**src/hw/rtl/divisor_sum_classifier_macros.svh**
```systemverilog
// Assertion macros for the divisor sum classifier.
// Expects signals clk and arst_n in the including scope.
`ifndef DIVISOR_SUM_CLASSIFIER_MACROS_SVH
`define DIVISOR_SUM_CLASSIFIER_MACROS_SVH

// Implication checked in the same cycle.
`define DSC_ASSERT_IMP(lbl, ante, cons, msg) \
	lbl: assert property (@(posedge clk) disable iff (!arst_n) (ante) |-> (cons)) \
		else $error(msg);

// Implication checked in the next cycle.
`define DSC_ASSERT_NEXT(lbl, ante, cons, msg) \
	lbl: assert property (@(posedge clk) disable iff (!arst_n) (ante) |=> (cons)) \
		else $error(msg);

`endif

```
**src/hw/rtl/dsc_pkg.sv**
```systemverilog
// Shared widths, types and class codes of the divisor sum classifier.
// No dependencies.
package dsc_pkg;

	localparam int VALUE_BITS = 20;
	localparam int SUM_BITS   = VALUE_BITS + 2;
	localparam int CNT_BITS   = $clog2(VALUE_BITS + 1);
	localparam int CLASS_BITS = 2;

	typedef logic [VALUE_BITS-1:0] value_t;
	typedef logic [SUM_BITS-1:0]   sum_t;
	typedef logic [CLASS_BITS-1:0] class_t;

	localparam class_t CLASS_DEFICIENT = 2'd0;
	localparam class_t CLASS_PERFECT   = 2'd1;
	localparam class_t CLASS_ABUNDANT  = 2'd2;

	typedef struct packed {
		logic   start;
		value_t dividend;
		value_t divisor;
	} div_req_t;

	typedef struct packed {
		logic   done;
		value_t quotient;
		value_t remainder;
	} div_rsp_t;

endpackage

```
**src/hw/rtl/dsc_channels.sv**
```systemverilog
// Valid/ready channels of the divisor sum classifier.
// Depends on dsc_pkg.
interface dsc_item_if;
	logic            valid;
	logic            ready;
	dsc_pkg::value_t number;

	modport source (output valid, output number, input ready);
	modport sink   (input valid, input number, output ready);
endinterface

interface dsc_result_if;
	logic            valid;
	logic            ready;
	dsc_pkg::value_t number_echo;
	dsc_pkg::class_t number_class;

	modport source (output valid, output number_echo, output number_class, input ready);
	modport sink   (input valid, input number_echo, input number_class, output ready);
endinterface

```
**src/hw/rtl/divisor_sum_classifier.sv**
```systemverilog
// Channel   | Dir | Payload
// item      | in  | number
// result    | out | number_echo, number_class
//
// Candidates k run from 1 while k <= n/k; each takes one pass of the shared
// divider, then the sequencer steps CHECK, ADD_Q (for a divisor only) and NEXT;
// the search ends early once the sum passes n. Zero skips the divider and goes
// straight to DONE. item.ready is high only while idle; a finished result
// waits in the output register while the next item is taken.
// Reset clears the sequencer and the output valid.
// Depends on dsc_pkg, dsc_channels, dsc_divider and the macros header.
`include "divisor_sum_classifier_macros.svh"

module divisor_sum_classifier (
	input  logic          clk,
	input  logic          arst_n,
	dsc_item_if.sink      item,
	dsc_result_if.source  result
);

	typedef enum logic [2:0] {
		ST_IDLE,
		ST_WAIT,
		ST_CHECK,
		ST_ADD_Q,
		ST_NEXT,
		ST_DONE
	} state_t;

	state_t            state_q;
	dsc_pkg::value_t   n_q;
	dsc_pkg::value_t   k_q;
	dsc_pkg::sum_t     sum_q;
	dsc_pkg::class_t   cls_q;
	logic              out_vld_q;
	dsc_pkg::value_t   out_num_q;
	dsc_pkg::class_t   out_cls_q;

	dsc_pkg::div_req_t div_req;
	dsc_pkg::div_rsp_t div_rsp;

	logic              item_xfer;
	logic              over;

	assign item.ready = (state_q == ST_IDLE);
	assign item_xfer  = item.valid && item.ready;
	assign over       = sum_q > dsc_pkg::SUM_BITS'(n_q);

	always_comb begin
		div_req.start    = 1'b0;
		div_req.dividend = n_q;
		div_req.divisor  = k_q + 1'b1;
		if (state_q == ST_IDLE) begin
			div_req.start    = item_xfer && (item.number != '0);
			div_req.dividend = item.number;
			div_req.divisor  = dsc_pkg::VALUE_BITS'(1);
		end else if (state_q == ST_NEXT) begin
			div_req.start = !over;
		end
	end

	dsc_divider u_div (
		.clk    (clk),
		.arst_n (arst_n),
		.req    (div_req),
		.rsp    (div_rsp)
	);

	always_ff @(posedge clk or negedge arst_n) begin
		if (!arst_n) begin
			state_q   <= ST_IDLE;
			n_q       <= '0;
			k_q       <= '0;
			sum_q     <= '0;
			cls_q     <= dsc_pkg::CLASS_DEFICIENT;
			out_vld_q <= 1'b0;
			out_num_q <= '0;
			out_cls_q <= dsc_pkg::CLASS_DEFICIENT;
		end else begin
			if (result.valid && result.ready && (state_q != ST_DONE)) begin
				out_vld_q <= 1'b0;
			end
			unique case (state_q)
				ST_IDLE: begin
					if (item_xfer) begin
						n_q   <= item.number;
						k_q   <= dsc_pkg::VALUE_BITS'(1);
						sum_q <= '0;
						if (item.number == '0) begin
							cls_q   <= dsc_pkg::CLASS_PERFECT;
							state_q <= ST_DONE;
						end else begin
							state_q <= ST_WAIT;
						end
					end
				end
				ST_WAIT: begin
					if (div_rsp.done) begin
						state_q <= ST_CHECK;
					end
				end
				ST_CHECK: begin
					if (k_q > div_rsp.quotient) begin
						cls_q   <= (sum_q == dsc_pkg::SUM_BITS'(n_q)) ?
						           dsc_pkg::CLASS_PERFECT : dsc_pkg::CLASS_DEFICIENT;
						state_q <= ST_DONE;
					end else if (div_rsp.remainder != '0) begin
						state_q <= ST_NEXT;
					end else begin
						if (k_q < n_q) begin
							sum_q <= sum_q + dsc_pkg::SUM_BITS'(k_q);
						end
						state_q <= ST_ADD_Q;
					end
				end
				ST_ADD_Q: begin
					if ((div_rsp.quotient != k_q) && (div_rsp.quotient < n_q)) begin
						sum_q <= sum_q + dsc_pkg::SUM_BITS'(div_rsp.quotient);
					end
					state_q <= ST_NEXT;
				end
				ST_NEXT: begin
					if (over) begin
						cls_q   <= dsc_pkg::CLASS_ABUNDANT;
						state_q <= ST_DONE;
					end else begin
						k_q     <= k_q + 1'b1;
						state_q <= ST_WAIT;
					end
				end
				ST_DONE: begin
					if (!out_vld_q || result.ready) begin
						out_vld_q <= 1'b1;
						out_num_q <= n_q;
						out_cls_q <= cls_q;
						state_q   <= ST_IDLE;
					end
				end
				default: begin
					state_q <= ST_IDLE;
				end
			endcase
		end
	end

	assign result.valid        = out_vld_q;
	assign result.number_echo  = out_num_q;
	assign result.number_class = out_cls_q;

	`DSC_ASSERT_IMP(a_class_legal, result.valid, result.number_class <= dsc_pkg::CLASS_ABUNDANT, "bad class")
	`DSC_ASSERT_IMP(a_sum_bounded, state_q == ST_CHECK, !over, "sum past n before check")
	`DSC_ASSERT_NEXT(a_busy_after_xfer, item_xfer, !item.ready, "ready right after a transfer")
	`DSC_ASSERT_IMP(a_done_in_wait, div_rsp.done, state_q == ST_WAIT, "divider done outside wait")

endmodule

```
**src/hw/rtl/dsc_divider.sv**
```systemverilog
// Iterative restoring divider, one quotient bit per cycle.
// Depends on dsc_pkg.
module dsc_divider (
	input  logic              clk,
	input  logic              arst_n,
	input  dsc_pkg::div_req_t req,
	output dsc_pkg::div_rsp_t rsp
);

	dsc_pkg::value_t                 quo_q;
	dsc_pkg::value_t                 rem_q;
	dsc_pkg::value_t                 div_q;
	logic [dsc_pkg::CNT_BITS-1:0]    cnt_q;
	logic                            busy_q;
	logic                            done_q;

	logic [dsc_pkg::VALUE_BITS:0]    trial;
	logic [dsc_pkg::VALUE_BITS:0]    diff;
	logic                            ge;

	assign trial = {rem_q, quo_q[dsc_pkg::VALUE_BITS-1]};
	assign diff  = trial - {1'b0, div_q};
	assign ge    = trial >= {1'b0, div_q};

	always_ff @(posedge clk or negedge arst_n) begin
		if (!arst_n) begin
			busy_q <= 1'b0;
			done_q <= 1'b0;
			cnt_q  <= '0;
			quo_q  <= '0;
			rem_q  <= '0;
			div_q  <= '0;
		end else begin
			done_q <= 1'b0;
			if (req.start) begin
				quo_q  <= req.dividend;
				rem_q  <= '0;
				div_q  <= req.divisor;
				cnt_q  <= dsc_pkg::CNT_BITS'(dsc_pkg::VALUE_BITS);
				busy_q <= 1'b1;
			end else if (busy_q) begin
				quo_q <= {quo_q[dsc_pkg::VALUE_BITS-2:0], ge};
				rem_q <= ge ? diff[dsc_pkg::VALUE_BITS-1:0]
				            : trial[dsc_pkg::VALUE_BITS-1:0];
				cnt_q <= cnt_q - 1'b1;
				if (cnt_q == dsc_pkg::CNT_BITS'(1)) begin
					busy_q <= 1'b0;
					done_q <= 1'b1;
				end
			end
		end
	end

	assign rsp.done      = done_q;
	assign rsp.quotient  = quo_q;
	assign rsp.remainder = rem_q;

endmodule

```
**src/flat_wrapper.sv**
```systemverilog
// flat-port wrapper written by rule: the top's interface ports become plain ports
module divisor_sum_classifier_flat 
  (clk, arst_n, item_valid, item_number, item_ready, result_valid, result_number_echo, result_number_class, result_ready);
  dsc_item_if item_i ();
  dsc_result_if result_i ();
  input  logic clk;
  input  logic arst_n;
  input wire logic [$bits(item_i.valid)-1:0] item_valid;
  input wire logic [$bits(item_i.number)-1:0] item_number;
  output wire logic [$bits(item_i.ready)-1:0] item_ready;
  output wire logic [$bits(result_i.valid)-1:0] result_valid;
  output wire logic [$bits(result_i.number_echo)-1:0] result_number_echo;
  output wire logic [$bits(result_i.number_class)-1:0] result_number_class;
  input wire logic [$bits(result_i.ready)-1:0] result_ready;
  assign item_i.valid = item_valid;
  assign item_i.number = item_number;
  assign item_ready = item_i.ready;
  assign result_valid = result_i.valid;
  assign result_number_echo = result_i.number_echo;
  assign result_number_class = result_i.number_class;
  assign result_i.ready = result_ready;
  divisor_sum_classifier u_core (.clk(clk), .arst_n(arst_n), .item(item_i), .result(result_i));
endmodule
```
**config.mk**
```make
export PLATFORM = sky130hd
export DESIGN_NAME = divisor_sum_classifier_flat
export DESIGN_NICKNAME = d
export VERILOG_FILES = /design/src/hw/rtl/dsc_pkg.sv /design/src/hw/rtl/dsc_channels.sv /design/src/hw/rtl/divisor_sum_classifier.sv /design/src/hw/rtl/dsc_divider.sv /design/src/flat_wrapper.sv
export VERILOG_INCLUDE_DIRS = /design/src /design/src/hw/rtl
export SDC_FILE = /design/constraint.sdc
export NUM_CORES = 1
export LEC_CHECK = 0
export BUFFER_PORTS_ARGS = -buffer_cell sky130_fd_sc_hd__buf_2
export CAP_MARGIN = 15
export CORE_MARGIN = 10
export CORE_UTILIZATION = 59
export DETAILED_ROUTE_END_ITERATION = 6
export GPL_TIMING_DRIVEN = 0
export PLACE_DENSITY = 0.86
export SYNTH_ARGS = -nofsm -noshare
export SYNTH_HDL_FRONTEND = slang
export SYNTH_SLANG_ARGS = --single-unit
export TNS_END_PERCENT = 50
```
**constraint.sdc**
```tcl
create_clock -name clk -period 4.85 [get_ports clk]
set_clock_uncertainty 0.05 [all_clocks]
set_input_delay 0 -clock clk [delete_from_list [all_inputs] [get_ports clk]]
set_output_delay 0 -clock clk [all_outputs]
set_load 0.02 [all_outputs]
```
; ---- After elaboration in Yosys (flattened, before gate mapping)
; Index checks and enable logic that the tools add are counted.
[word_totals]
ff_bits = 157
input_bits = 24
[classes]
addsub = 5
magnitude_cmp = 5
eq_ne = 20
n_mux = 42
reduce_logical = 22
[ops]
columns = operator, count
row1 = $mux 20, 7
row2 = $mux 22, 5
row3 = $pmux 22 s3, 1
row4 = $add 22x20->22, 2
row5 = $lt 20x20->1, 2
row6 = $mux 40, 1
row7 = $pmux 20 s2, 1
row8 = $reduce_bool 20->1, 2
row9 = $eq 22x20->1, 1
row10 = $gt 22x20->1, 1
row11 = $ge 21x20->1, 1
row12 = $mux 3, 7
row13 = $add 20x1->20 const B, 1
row14 = $gt 20x20->1, 1
row15 = $logic_not 20->1, 1
row16 = $ne 20x20->1, 1
row17 = $sub 20x20->20, 1
row18 = $pmux 3 s6, 1
row19 = $mux 1, 12
row20 = $ne 2x2->1 const B, 6
row21 = $mux 5, 2
row22 = $ne 2x1->1 const B, 5
row23 = $mux 2, 4
row24 = $eq 3x2->1 const B, 2
row25 = 16 further kinds, 26

; ---- Logic depth before layout (Yosys ltp)
[depth]
ltp_word = 5
mapped_depth = 16

; ---- Cells and area by module
; Synthesis repeated with hierarchy kept, for this count alone.
[unflattened]
cells_unflattened = 1303
hier_area_um2 = 11412.2
[by_module_without_submodules]
columns = mod, n_inst, cells_per_inst, area_per_inst_um2, seq_area_each_um2
row1 = divisor_sum_classifier, 1, 861, 7378.3, 2252.2
row2 = dsc_divider, 1, 442, 4033.9, 1676.6

; ---- Worst setup path before layout
; No wires, ideal clock.
[synth_timing]
path_type = register to register
start = register u_core.state_q[1]
end = register u_core.sum_q[16]
setup_time_ns = 0.121
arrival_time_ns = 3.462
required_ns = 4.679
slack_ns = 1.217
path_stages_with_launch = 16
n_path_buf = 2
cell_sequence = dfrtp_1 > clkbuf_1 > nor2b_1 > nand2_1 > clkbuf_1 > mux2_2 > ha_1 > fa_1 > a211oi_1 > o21ai_0 > a41o_1 > a21oi_1 > nand2b_1 > a31oi_1 > xnor2_1 > a22o_1
[synth_via]
elab_chain_cells = 4
elab_cells_between_ends = 12
classes_between = 7 x eq/ne / 1 x mux / 4 x reduce/logical
[synth_lines]
columns = element, line
row1 = start: declaration, divisor_sum_classifier.sv:30  ; state_t state_q;
row2 = start signal: assignment, divisor_sum_classifier.sv:71  ; state_q <= ST_IDLE;
row3 = start signal: assignment, divisor_sum_classifier.sv:91  ; state_q <= ST_DONE;
row4 = start signal: assignment, divisor_sum_classifier.sv:93  ; state_q <= ST_WAIT;
row5 = $logic_not 3->1, "divisor_sum_classifier.sv:45, divisor_sum_classifier.sv:83"
row6 = $logic_and 1x1->1, divisor_sum_classifier.sv:46  ; assign item_xfer = item.valid && item.ready;
row7 = $ne 2x2->1 (no source line), -
row8 = $reduce_and 6->1 (no source line), -
row9 = end signal: assignment, divisor_sum_classifier.sv:111  ; sum_q <= sum_q + dsc_pkg::SUM_BITS'(k_q);
row10 = end signal: assignment, divisor_sum_classifier.sv:118  ; sum_q <= sum_q + dsc_pkg::SUM_BITS'(div_rsp.quotient);
row11 = end: declaration, divisor_sum_classifier.sv:33  ; dsc_pkg::sum_t sum_q;
; Several ways; a longest one is shown, not always the timed one.
; A chain may end at the register's enable or synchronous reset.

; ---- Worst setup path after layout
; Ends and elaborated chain as after synthesis.

==> tab_implementation.tex <==
\begin{tabular}{lr}
\hline
Metric & Value \\
\hline
\multicolumn{2}{l}{\textbf{Run status}} \\
\quad Status & completed \\
\multicolumn{2}{l}{\textbf{Yosys}} \\
\quad Cells after Synth & 1255 \\
\quad Syn\_nets & 1402 \\
\quad Mapped Avg Cell Area & 8.866 sq um \\
\quad Count of synthesis-stage warnings from yosys & 0 \\
\quad Post-Syn Area & 11130 sq um \\
\quad Number of enable flip-flop cells after synthesis & 0 \\
\quad Ys async rst share & 100.0\% \\
\quad Number of synthesized register bits & 157 \\
\quad Biggest area contributors in the synthesized netlist & dfrtp\_1 35\%, ha\_1 14\%, nand2\_1 5.6\%, o21ai\_0 5.0\%, a21oi\_1 3.7\% \\
\quad Commonest register cell after synthesis & dfrtp\_1 \\
\quad Biggest area consumer among synthesized cells & dfrtp\_1 \\
\quad Top cell types by occurrence after synthesis & 167 x nand2\_1, 157 x dfrtp\_1, 121 x ha\_1, 112 x o21ai\_0, 83 x a21oi\_1 \\
\quad Share of the synthesized area in the top cell type & 35.31\% \\
\quad Most common cell in the synthesized netlist & nand2\_1 \\
\quad Sequential-to-total area share from yosys stat & 35.31\% \\
\quad Count of different cell masters after synthesis & 64 \\
\multicolumn{2}{l}{\textbf{Min path}} \\
\quad Worst min-delay path class & input pin to asynchronous set/reset pin \\
\multicolumn{2}{l}{\textbf{Global routing}} \\
\quad First-pass GRT wire length & 53.84 mm \\
\quad GRT Util Overall & 27.29\% \\
\quad Vias in the first global route & 10259 \\
\quad Largest net degree at the start of global routing & 96 \\
\quad Antenna violations before repair & 0 \\
\quad GRT Residual Overflow & 0 \\
\multicolumn{2}{l}{\textbf{Setup path}} \\
\quad Critical path endpoint category & flip-flop \\
\quad Largest fanout on the critical path & 10 \\
\quad Worst R2R Path Depth & 15 \\
\quad Arr. time, crit path & 4780 ps \\
\quad Data required time of the worst path & 5140 ps \\
\quad Critical path launch point type & flip-flop \\
\quad Class of the most critical setup path & flip-flop to flip-flop \\
\multicolumn{2}{l}{\textbf{Detailed routing}} \\
\quad Post-detailed-route DRC marker count & 0 \\
\quad Post-route ant nets & 0 \\
\quad DR pass1 iterations & 6 \\
\quad Routed wire length & 33.39 mm \\
\quad Violation count after the first detailed-route iteration & 1139 \\
\quad Average wire length per cell after detail routing & 20.96 um \\
\quad Via count & 10474 \\
\quad Detailed-route vias per instance & 6.575 \\
\multicolumn{2}{l}{\textbf{Timing}} \\
\quad Final slew viol count & 0 \\
\quad Min Tclk post-route & 4494 ps \\
\quad Worst setup margin & 356.2 ps \\
\quad Maximum frequency from static timing analysis & 222.5 MHz \\
\quad Worst hold slack across all endpoints & 118.6 ps \\
\quad Least-Margin Pin Slew & 891.0 ps \\
\quad Final period util & 92.66\% \\
\quad Final total negative setup slack & 0 ps \\
\quad Final setup violating endpoints & 0 \\
\quad Final Hold Fails & 0 \\
\quad RSZ-0062 raised after global routing & false \\
\quad Worst slew margin relative to its limit & 40.60\% \\
\multicolumn{2}{l}{\textbf{Floorplan}} \\
\quad Area of the core region & 18640 sq um \\
\quad Vert. Die Dim & 157.3 um \\
\quad Die ar. & 24750 sq um \\
\quad Die Wd & 157.3 um \\
\quad FP Rows & 50 \\
\quad Num ports & 48 \\
\quad Starting density of the core & 59.68\% \\
\multicolumn{2}{l}{\textbf{Finish}} \\
\quad Non-Filler Cell Area, Final & 12530 sq um \\
\quad Share of cells above drive strength 1 & 9.345\% \\
\quad Total number of nets in the final design & 1493 \\
\quad Count of inserted antenna diode cells & 0 \\
\quad Layout overhead on the synthesized area & 12.64\% \\
\multicolumn{2}{l}{\textbf{Power}} \\
\quad Part of the total power dissipated in combinational logic & 56.5\% \\
\quad Maximum vdd drop & 0.3565 mV \\
\quad Switching pwr & 0.003968 W \\
\quad Leakage & 6.038 nW \\
\quad Part of the power in the clock network & 16.6\% \\
\quad Proportion of total power due to net switching & 46.76\% \\
\quad Sequential group share of total power & 26.9\% \\
\quad Power density over the cells & 677.1 nW/um\^{}2 \\
\quad Cell-internal power & 0.004518 W \\
\multicolumn{2}{l}{\textbf{Run}} \\
\quad Max cap viols & 0 \\
\multicolumn{2}{l}{\textbf{Placement}} \\
\quad Hpwl dp & 24.19 mm \\
\quad Port bufs & 47 \\
\quad Dpl ws & 494.0 ps \\
\quad RD Place Congestion & 0.9670 \\
\quad Placement Cell Area & 11690 sq um \\
\multicolumn{2}{l}{\textbf{CTS}} \\
\quad H-tree depth reported by CTS & 4 \\
\quad Worst-skew pair later-pin latency & 450 ps \\
\quad Clock edge transition at the registers on the reported setup and hold paths & 70 ps \\
\quad CTS Buf Count & 17 \\
\quad Number of resized instances in the post-cts repair step & 0 \\
\quad Maximum buffer depth of the clock tree & 2 \\
\quad Clock Sink Count & 157 \\
\quad CTS root buf & clkbuf\_16 \\
\quad Clock tree from TritonCTS & built \\
\hline
\end{tabular}
critical path, cell delays in order, from the launching register on:
cell and delay [ps]:
dfrtp_1 340, clkbuf_1 350, nor2b_1 370, nand2_1 170
clkbuf_1 300, mux2_2 380, ha_1 240, fa_1 430
a211oi_1 370, o21ai_0 190, a41o_1 290, a21oi_1 230
nand2b_1 140, a31oi_1 230, xnor2_1 90, a22o_1 210
power groups by stage:
stage | registers, W | clock network [W] | logic (W)
finish | 0.00228 | 0.00141 | 0.00480
global route | 0.00232 | 0.00146 | 0.00527
CTS | 0.00225 | 0.00141 | 0.00466
detailed placement | 0.00226 | 0 | 0.00459
global placement | 0.00225 | 0 | 0.00441
floorplan | 0.00222 | 0 | 0.00338
cells by family after synthesis:
| kind of cell | synth area share (%) |
|---|---|
| xor gates and xnor gates | 3.936 |
| buffers and inverters | 4.577 |
| adders and majority gates | 13.97 |
| muxes | 3.879 |
| and+or+nand+nor | 15.27 |
| AOI/OAI and AO/OA | 23.06 |
| DFF | 35.31 |
path summary, 6_finish.rpt:
check | endpoint | slack [ps] | startpoint
min reg2reg | u_core.result.number_class[0]$_DFFE_PN0P_ | 450 | u_core.result.number_class[0]$_DFFE_PN0P_
max in group asynchronous | u_core.result.number_echo[14]$_DFFE_PN0P_ | 3810 | arst_n
max reg2reg | u_core.sum_q[16]$_DFFE_PN0P_ | 360 | u_core.state_q[1]$_DFFE_PN0P_
min in group clk | u_core.n_q[14]$_DFFE_PN0P_ | 300 | item_number[14]
max | u_core.sum_q[16]$_DFFE_PN0P_ | 360 | u_core.state_q[1]$_DFFE_PN0P_
min | u_core.u_div.rem_q[13]$_DFFE_PN0P_ | 120 | arst_n
flip-flops by register name, summed over array words and instances (netlist names):
signal,flops
u_core.result.number_class,2
u_core.u_div.div_q,20
u_core.k_q,20
u_core.u_div.quo_q,20
u_core.u_div.busy_q,1
u_core.n_q,20
u_core.cls_q,2
u_core.u_div.rem_q,20
u_core.result.valid,1
u_core.sum_q,22
u_core.u_div.cnt_q,5
u_core.result.number_echo,20
u_core.u_div.done_q,1
u_core.state_q,3
area by class of cell:
class / instances / area, sq um
tap: 234 / 292.8
buffer: 56 / 235.2
clock buffer: 18 / 429.2
fill: 1419 / 6110
timing repair buffer: 72 / 509.2
multi-input combinational: 969 / 6689
sequential: 157 / 3929
clock inverter: 14 / 175.2
inverter: 73 / 274.0
routing by layer:
layer	share of wire (%)	up-vias	GRT usage, %
met1	39	4980	32.47
met3	8.5	153	5.186
met4	4.6	0	12.56
met2	48	595	46.72
li1	-	4746	-
met5	0	-	0
per-stage QoR:
stage                     util, %  power (W)  instances
after detailed placement    62.70   0.006850       1537
after global routing        67.23   0.009049       1593
after global placement      62.52   0.006654       1536
final                       67.23   0.008486       1593
after floorplan                 -   0.005595       1255
after CTS                   67.23   0.008321       1593
placed cells by master, fill, tap and decap left out, drive strengths merged, types with 6 or more instances in the layout:
master | Yosys | final
nor4 | 15 | 15
clkinv | 1 | 7
o211a | 20 | 20
and4 | 6 | 6
o21a | 11 | 11
nor2b | 23 | 23
mux2i | 15 | 15
xor2 | 17 | 17
a211oi | 11 | 11
clkbuf | 45 | 63
a21o | 26 | 26
nor2 | 56 | 56
a22o | 18 | 18
dfrtp | 157 | 157
mux2 | 25 | 25
buf | 11 | 59
o21ai | 113 | 113
and3 | 13 | 13
a21oi | 85 | 85
nand3 | 26 | 26
inv | 72 | 78
nor3 | 13 | 13
xnor2 | 33 | 33
o31ai | 16 | 16
a31oi | 23 | 23
nand2 | 168 | 168
o22ai | 26 | 26
nand4 | 13 | 13
ha | 121 | 121
o21bai | 6 | 6
nand2b | 8 | 8
dlygate4sd3 | 0 | 24
o211ai | 6 | 6
timing repair:
item,in CTS,in global routing
endpoints found under the hold margin,137,0
buffers inserted,0,0
hold buffers,24,0
Power figures use the tool's default switching activity.
